[src/pvfc_pkg.sv]
// Package with the shared types and constants of the flow classifier.
`timescale 1ns / 1ps

package pvfc_pkg;

    // Flow table geometry.
    localparam int FLOW_SLOTS = 1024;
    localparam int SLOT_W     = $clog2(FLOW_SLOTS);

    // Payload signatures, first byte in the most significant bits.
    localparam logic [31:0] SIG_A = 32'hE903_4101;
    localparam logic [31:0] SIG_B = 32'hE903_4201;
    localparam logic [31:0] SIG_C = 32'h1C1C_3201;

    // Lengths and ports that the matchers look for.
    localparam logic [15:0] LEN_SIG_B     = 16'd57;
    localparam logic [15:0] LEN_PORT_REQ  = 16'd94;
    localparam logic [15:0] LEN_PORT_REP  = 16'd49;
    localparam logic [15:0] MIN_PREFIX    = 16'd4;
    localparam logic [15:0] PORT_ONE      = 16'd5041;
    localparam logic [15:0] PORT_TWO      = 16'd8303;

    // Reset value of the packet limit register.
    localparam logic [7:0] PACKET_LIMIT_RST = 8'd20;

    // Verdict codes.
    typedef enum logic [1:0] {
        VERDICT_UNDECIDED = 2'd0,
        VERDICT_DETECTED  = 2'd1,
        VERDICT_EXCLUDED  = 2'd2
    } verdict_t;

    // Per-flow record as held in the table.
    typedef struct packed {
        logic       det;
        logic [1:0] stage_c;
        logic [1:0] stage_b;
        logic [2:0] stage_a;
    } flow_rec_t;

    // One packet descriptor as the matcher sees it.
    typedef struct packed {
        logic        direction;
        logic [15:0] payload_length;
        logic [31:0] first_bytes;
        logic [15:0] source_port;
        logic [15:0] dest_port;
        logic [7:0]  packet_count;
    } pkt_desc_t;

endpackage

[src/pvfc_match.sv]
// Record update and verdict for one packet: limit check and three matchers.
`timescale 1ns / 1ps

module pvfc_match (
    input  pvfc_pkg::flow_rec_t rec,
    input  pvfc_pkg::pkt_desc_t pkt,
    input  logic [7:0]          packet_limit,
    output pvfc_pkg::flow_rec_t rec_next,
    output pvfc_pkg::verdict_t  verdict
);
    import pvfc_pkg::*;

    logic       prefix_ok;
    logic       pa;
    logic       pb;
    logic       pc;
    logic       excluded;
    logic       port_hit;
    logic       a_reply;
    logic       a_hit;
    logic       b_reply;
    logic       c_reply;
    logic       det_a;
    logic       det_b;
    logic       det_c;
    logic [2:0] sa_new;
    logic [1:0] sb_new;
    logic [1:0] sc_new;

    // Signature prefixes need at least four payload bytes.
    assign prefix_ok = (pkt.payload_length >= MIN_PREFIX);
    assign pa = prefix_ok && (pkt.first_bytes == SIG_A);
    assign pb = prefix_ok && (pkt.first_bytes == SIG_B);
    assign pc = prefix_ok && (pkt.first_bytes == SIG_C);

    assign excluded = (pkt.packet_count > packet_limit);
    assign port_hit = (pkt.dest_port == PORT_ONE) || (pkt.source_port == PORT_ONE) ||
                      (pkt.dest_port == PORT_TWO) || (pkt.source_port == PORT_TWO);

    // Matcher A. Odd stages hold a request seen in direction 0, even ones in
    // direction 1, so a reply is a packet whose direction equals bit 0.
    assign a_reply = (rec.stage_a != 3'd0) && (rec.stage_a != 3'd7) &&
                     (rec.stage_a[0] == pkt.direction);
    always_comb
    begin
        if (rec.stage_a <= 3'd2)
        begin
            a_hit = pa || pb;
        end
        else if (rec.stage_a <= 3'd4)
        begin
            a_hit = pa;
        end
        else
        begin
            a_hit = pc;
        end
    end

    always_comb
    begin
        sa_new = rec.stage_a;
        det_a  = 1'b0;
        if (rec.stage_a == 3'd0)
        begin
            if (pa)
            begin
                sa_new = 3'd1 + {2'b00, pkt.direction};
            end
            else if (pb)
            begin
                sa_new = 3'd3 + {2'b00, pkt.direction};
            end
            else if (pc)
            begin
                sa_new = 3'd5 + {2'b00, pkt.direction};
            end
        end
        else if (a_reply)
        begin
            if (a_hit)
            begin
                det_a = 1'b1;
            end
            else
            begin
                sa_new = 3'd0;
            end
        end
    end

    // Matcher B: a stage of 3 never counts as the request direction.
    assign b_reply = !((rec.stage_b == 2'd1 && !pkt.direction) ||
                       (rec.stage_b == 2'd2 && pkt.direction));
    always_comb
    begin
        sb_new = rec.stage_b;
        det_b  = 1'b0;
        if (!det_a)
        begin
            if (rec.stage_b == 2'd0)
            begin
                if (pkt.payload_length == LEN_SIG_B && pa)
                begin
                    sb_new = 2'd1 + {1'b0, pkt.direction};
                end
            end
            else if (b_reply)
            begin
                if (pkt.payload_length == 16'd0)
                begin
                    det_b = 1'b1;
                end
                else
                begin
                    sb_new = 2'd0;
                end
            end
        end
    end

    // Matcher C: the port based request and its reply lengths.
    assign c_reply = !((rec.stage_c == 2'd1 && !pkt.direction) ||
                       (rec.stage_c == 2'd2 && pkt.direction));
    always_comb
    begin
        sc_new = rec.stage_c;
        det_c  = 1'b0;
        if (!det_a && !det_b)
        begin
            if (rec.stage_c == 2'd0)
            begin
                if (pkt.payload_length == LEN_PORT_REQ && port_hit)
                begin
                    sc_new = 2'd1 + {1'b0, pkt.direction};
                end
            end
            else if (c_reply)
            begin
                if (pkt.payload_length == 16'd0 || pkt.payload_length == LEN_PORT_REP ||
                    pkt.payload_length == LEN_PORT_REQ)
                begin
                    det_c = 1'b1;
                end
                else
                begin
                    sc_new = 2'd0;
                end
            end
        end
    end

    // Limit first, then a flow already detected, then the matchers.
    always_comb
    begin
        if (excluded)
        begin
            rec_next = rec;
            verdict  = VERDICT_EXCLUDED;
        end
        else if (rec.det)
        begin
            rec_next = rec;
            verdict  = VERDICT_DETECTED;
        end
        else
        begin
            rec_next.det     = det_a || det_b || det_c;
            rec_next.stage_c = sc_new;
            rec_next.stage_b = sb_new;
            rec_next.stage_a = sa_new;
            verdict = (det_a || det_b || det_c) ? VERDICT_DETECTED : VERDICT_UNDECIDED;
        end
    end

endmodule
[config.mk]
export PLATFORM = sky130hd
export DESIGN_NAME = pvfc_match
export DESIGN_NICKNAME = d
export VERILOG_FILES = /design/src/pvfc_pkg.sv /design/src/pvfc_match.sv
export SDC_FILE = /design/constraint.sdc
export NUM_CORES = 1
export LEC_CHECK = 0
export ABC_AREA = 1
export BUFFER_PORTS_ARGS = -buffer_cell sky130_fd_sc_hd__clkbuf_2
export CORE_UTILIZATION = 42
export DETAILED_ROUTE_END_ITERATION = 8
export PLACE_DENSITY = 0.82
export SYNTH_ARGS = -nofsm -noshare
export SYNTH_HDL_FRONTEND = slang
export SYNTH_SLANG_ARGS = --single-unit
[constraint.sdc]
create_clock -name vclk -period 1.4
set_input_delay 0 -clock vclk [all_inputs]
set_output_delay 0 -clock vclk [all_outputs]
set_load 0.01 [all_outputs]
After elaboration in Yosys (flattened, before gate mapping)
Cells that the tools add are included.

$add $sub $neg: 4. Order comparisons: 4. Equality and inequality tests: 16. Multiplexer cells: 34. Reductions and logical operators: 30.

Operators with widths (count): == test 32 bit, second input constant (2); == test 16 x 13 -> 1 bit, second input constant (2); == test 16 x 14 -> 1 bit, second input constant (2); == test 16 x 6 -> 1 bit, second input constant (2); == test 32 x 29 -> 1 bit, second input constant (1); two-way mux 2 bit (11); two-way mux 3 bit (6); == test 16 x 7 -> 1 bit, second input constant (1); greater-or-equal comparator 16 x 3 -> 1 bit, second input constant (1); logical NOT 16 bit (1); two-way mux 8 bit (2); two-way mux 1 bit (15); logical AND 1 bit (12); logical OR 1 bit (10); > comparator 8 bit (1); adder 1 x 1 -> 2 bit, first input constant (2); == test 2 x 1 -> 1 bit, second input constant (2); == test 2 bit, second input constant (2); logical NOT 2 bit (2); adder 2 x 1 -> 3 bit, first input constant (1); adder 3 x 1 -> 3 bit, first input constant (1); less-or-equal comparator 3 x 2 -> 1 bit, second input constant (1); less-or-equal comparator 3 bit, second input constant (1); logical NOT 1 bit (3); other kinds (4) (4).

Register bits: 0. Bits of input ports: 105. Output and inout port bits: 10. Word-level logic and storage cells: 88.

Depth between registers and ports, before layout
Depth in word-level cells: 15. Depth in mapped cells: 15. Depth with buffers taken out: 15.

Worst setup path after synthesis
Ideal clock, no wire load.

Path type: in2out. Start: input packet_limit[5]. End: output rec_next[1] (netlist name). Data arrival time: 1.226 ns. Data required time: 1.400 ns. Slack: 0.174 ns. Stages: 12. Cell sequence: inv_1 -> ha_1 -> a21oi_1 -> nor2_1 -> nor2_1 -> nand3_1 -> nand2_1 -> inv_1 -> nor2_8 -> nand3_1 -> nand2_1 -> nand2_1.

RTL lines: start: declaration (RTL line pvfc_match.sv:7) `input logic [7:0] packet_limit,`; end: declaration (RTL line pvfc_match.sv:8) `output pvfc_pkg::flow_rec_t rec_next,`.

==> out/qor_table.md <==
| Item | Value |
| --- | --- |
| Worst Tran Pin Value | 493.6 ps |
| Drt pass-1 iters | 4 |
| Leading cell type in the layout, fill and taps excluded | sky130_fd_sc_hd__clkbuf_2 |
| Most used cells in the layout excluding fill and tap cells | sky130_fd_sc_hd__clkbuf_2 (95), sky130_fd_sc_hd__nand2_1 (68), sky130_fd_sc_hd__inv_1 (46), sky130_fd_sc_hd__nor2_1 (43), sky130_fd_sc_hd__nand3_1 (17) |
| Warnings from Yosys | 0 |
| # port buffers | 115 |
| Remaining global-route overflow | 0 |
| Count of final setup violators | 2 |
| Number of ports placed on the die boundary | 115 |
| Leakage power | 1.448 nW |
| Hold EP | rec_next[1] |
| Initial cell density of the core | 43.87% |
| Remaining number of nets flagged by the antenna check after routing | 0 |
| Startpoint kind of the worst setup timing path | input port |
| Global routing met3 resource utilization | 0.8403% |
| Count of flip-flops and latches | 0 |
| Number of standard cells after synthesis | 296 |
| Top post-synthesis cells by area | sky130_fd_sc_hd__nand2_1 (21%), sky130_fd_sc_hd__inv_1 (16%), sky130_fd_sc_hd__nor2_1 (14%) |
| Arrival time reported for the critical path endpoint | 1430 ps |
| DRC marker count from the first detailed-route iteration | 45 |
| Critical path endpoint category | output pin |
| # rows | 21 |
| Floorplan Core Area | 0.003337 mm² |
| Place WS | -52.71 ps |
| Number of global-route vias before repair | 1665 |
| Hold slack | 368.2 ps |
| Startpoint of the worst setup timing path | packet_limit[1] |
| Cell taking the most area after synthesis | sky130_fd_sc_hd__nand2_1 |
| Multi-input gate area | 0.001458 mm² |
| Worst-case setup margin in the final layout | -34.84 ps |
| Failing checks | negative setup slack |
| First-pass GRT wire length | 6092 µm |
| Post-synthesis instance area | 0.001464 mm² |
| Die width | 61.04 µm |
| Met2 Track Usage GR | 39.91% |
| Remaining routing DRC violations | 0 |
| Syn nets | 409 |
| Via count | 2257 |
| Register Area | 0 µm² |
| Setup repair after global routing missed its margin | yes |
| Mean instance size in the synthesized netlist | 4.946 µm² |
| Data required time of the worst path | 1400 ps |
| Summed negative setup slack over all endpoints | -57.37 ps |
| Antenna violations before repair | 0 |
| Layout net count | 537 |
| Die span in y | 61.04 µm |
| Start point of the worst min-delay path | rec[1] |
| Number of buffers inserted for hold repair after clock tree synthesis | 0 |
| Share of final-layout standard cells stronger than drive strength 1 | 50.00% |
| Final count of hold timing violations | 0 |
| Number of inserted filler cells in the final layout | 283 |
| Pins Over Slew Limit | 0 |
| Maximum resistive drop on vdd | 196.9 µV |
| Final weighted congestion in routability-driven placement | 0.8589 |
| Dpl cells | 459 |
| Vias per cell | 4.823 |
| Power density normalized to cell area | 258.9 mW/mm² |
| Met1 usage in global routing | 24.59% |
| Run status | complete, but fails checks |
| Crit Path Class | input port to output pin |
| Final worst path period need | 1435 ps |
| Largest fanout on the critical path | 3 |
| Hold Path Stages | 4 |
| Peak Freq | 0.6969 GHz |
| Worst min-delay path category | input port to output pin |
| Maximum capacitance violations | 0 |
| Non-filler instance count after layout | 468 |
| DRT Wirelength | 4862 µm |
| Relative slew margins | 66.84% |
| Number of clock buffers in the layout | 0 |
| Layout overhead on the synthesized area | 72.74% |
| Post-route clock period utilization | 102.5% |
| Half-perimeter wire length after detailed placement | 3497 µm |
| Busiest grt layer | met2 |
| Final Power | 654.6 µW |
| Pin count of the biggest net entering global routing | 12 |
| Number of different library cells in the post-synthesis netlist | 30 |
| Die area | 0.003726 mm² |
| Sequential fraction of the synthesis area | 0% |
| Final antenna diode count | 0 |
| Overall routing resource usage | 20.29% |
| Post-synth top area share | 21.28% |
| WL/cell | 10.39 µm |
[worst max-delay path by stage]
| stage | end | slack (ps) |
|---|---|---|
| 6_report | rec_next[0] | -30 |
| 3_3_place_gp | rec_next[2] | -20 |
| 2_1_floorplan | rec_next[1] | 170 |
| 4_1_cts | rec_next[3] | 5 |
| 3_5_place_dp | rec_next[2] | -50 |
| 5_1_grt | rec_next[4] | -130 |
[Yosys cell counts]
cell type,number
sky130_fd_sc_hd__nand3_4,3
sky130_fd_sc_hd__a32oi_1,1
sky130_fd_sc_hd__inv_1,62
sky130_fd_sc_hd__nor3b_1,1
sky130_fd_sc_hd__o21ai_0,6
sky130_fd_sc_hd__nand3b_1,2
sky130_fd_sc_hd__and3_1,1
sky130_fd_sc_hd__inv_2,3
sky130_fd_sc_hd__nand3_2,3
sky130_fd_sc_hd__nand3_1,22
sky130_fd_sc_hd__nand2_4,2
sky130_fd_sc_hd__and3b_1,1
sky130_fd_sc_hd__or2_4,1
sky130_fd_sc_hd__ha_1,8
sky130_fd_sc_hd__nor2_2,7
sky130_fd_sc_hd__a21oi_1,5
sky130_fd_sc_hd__or2_0,1
sky130_fd_sc_hd__nor2_8,2
sky130_fd_sc_hd__nor2_4,2
sky130_fd_sc_hd__nand4_1,8
sky130_fd_sc_hd__o211ai_1,3
sky130_fd_sc_hd__buf_2,1
sky130_fd_sc_hd__nor2_1,53
sky130_fd_sc_hd__nand2_1,83
sky130_fd_sc_hd__or2_2,1
sky130_fd_sc_hd__a31oi_1,1
sky130_fd_sc_hd__o21ai_1,2
sky130_fd_sc_hd__a211oi_4,1
sky130_fd_sc_hd__nor4_1,1
sky130_fd_sc_hd__nor3_1,9
[kinds of logic after synthesis]
family | after synthesis | share of synthesized area, %
and+or+nand+nor | 203 | 67.78
buffers and inverters | 66 | 17.01
AOI/OAI and AO/OA | 19 | 8.376
adders and majority gates | 8 | 6.838
[timing repair]
item / 4_1_cts / 5_1_grt
setup endpoints to repair: 7 / 9
gates resized for setup: 10 / 92
buffers inserted: 0 / 9
pin swaps: 6 / 60
[where the power goes]
part	leakage, nW	switching (mW)	total (mW)	internal (mW)
clock network	0	0	0	0
logic	1.45	0.334	0.655	0.321
registers	0	0	0	0
[per-stage QoR]
stage	instance area, µm²	utilization (%)
floorplan	1464	-
global placement	2115	63.37
detailed placement	2115	63.37
CTS	2171	65.05
global route	2529	75.78
finish	2529	75.78
[area by class of cell]
type,count,area share [%]
timing repair buffer,127,30.03
inverter,65,10.04
multi-input combinational,230,57.64
tap,46,2.276
[critical path, cell delays in order]
cell                       delay, ps
sky130_fd_sc_hd__buf_6            90
sky130_fd_sc_hd__inv_4            50
sky130_fd_sc_hd__ha_4            190
sky130_fd_sc_hd__a21oi_2         130
sky130_fd_sc_hd__o21ai_1          80
sky130_fd_sc_hd__nand2_1          90
sky130_fd_sc_hd__nand3_2          80
sky130_fd_sc_hd__nand2_2         100
sky130_fd_sc_hd__buf_6           100
sky130_fd_sc_hd__and3_4          190
sky130_fd_sc_hd__nand3_1          90
sky130_fd_sc_hd__nand2_1          90
sky130_fd_sc_hd__clkbuf_2        140
[layer usage]
layer | vias up | part of all wire [%] | wire (µm)
met5 | - | 0 | 0
met2 | 98 | 54 | 2622
met1 | 969 | 38 | 1862
met3 | 14 | 5.3 | 258
met4 | 0 | 2.4 | 119
li1 | 1176 | - | -
(Power assumes the default switching activity.)
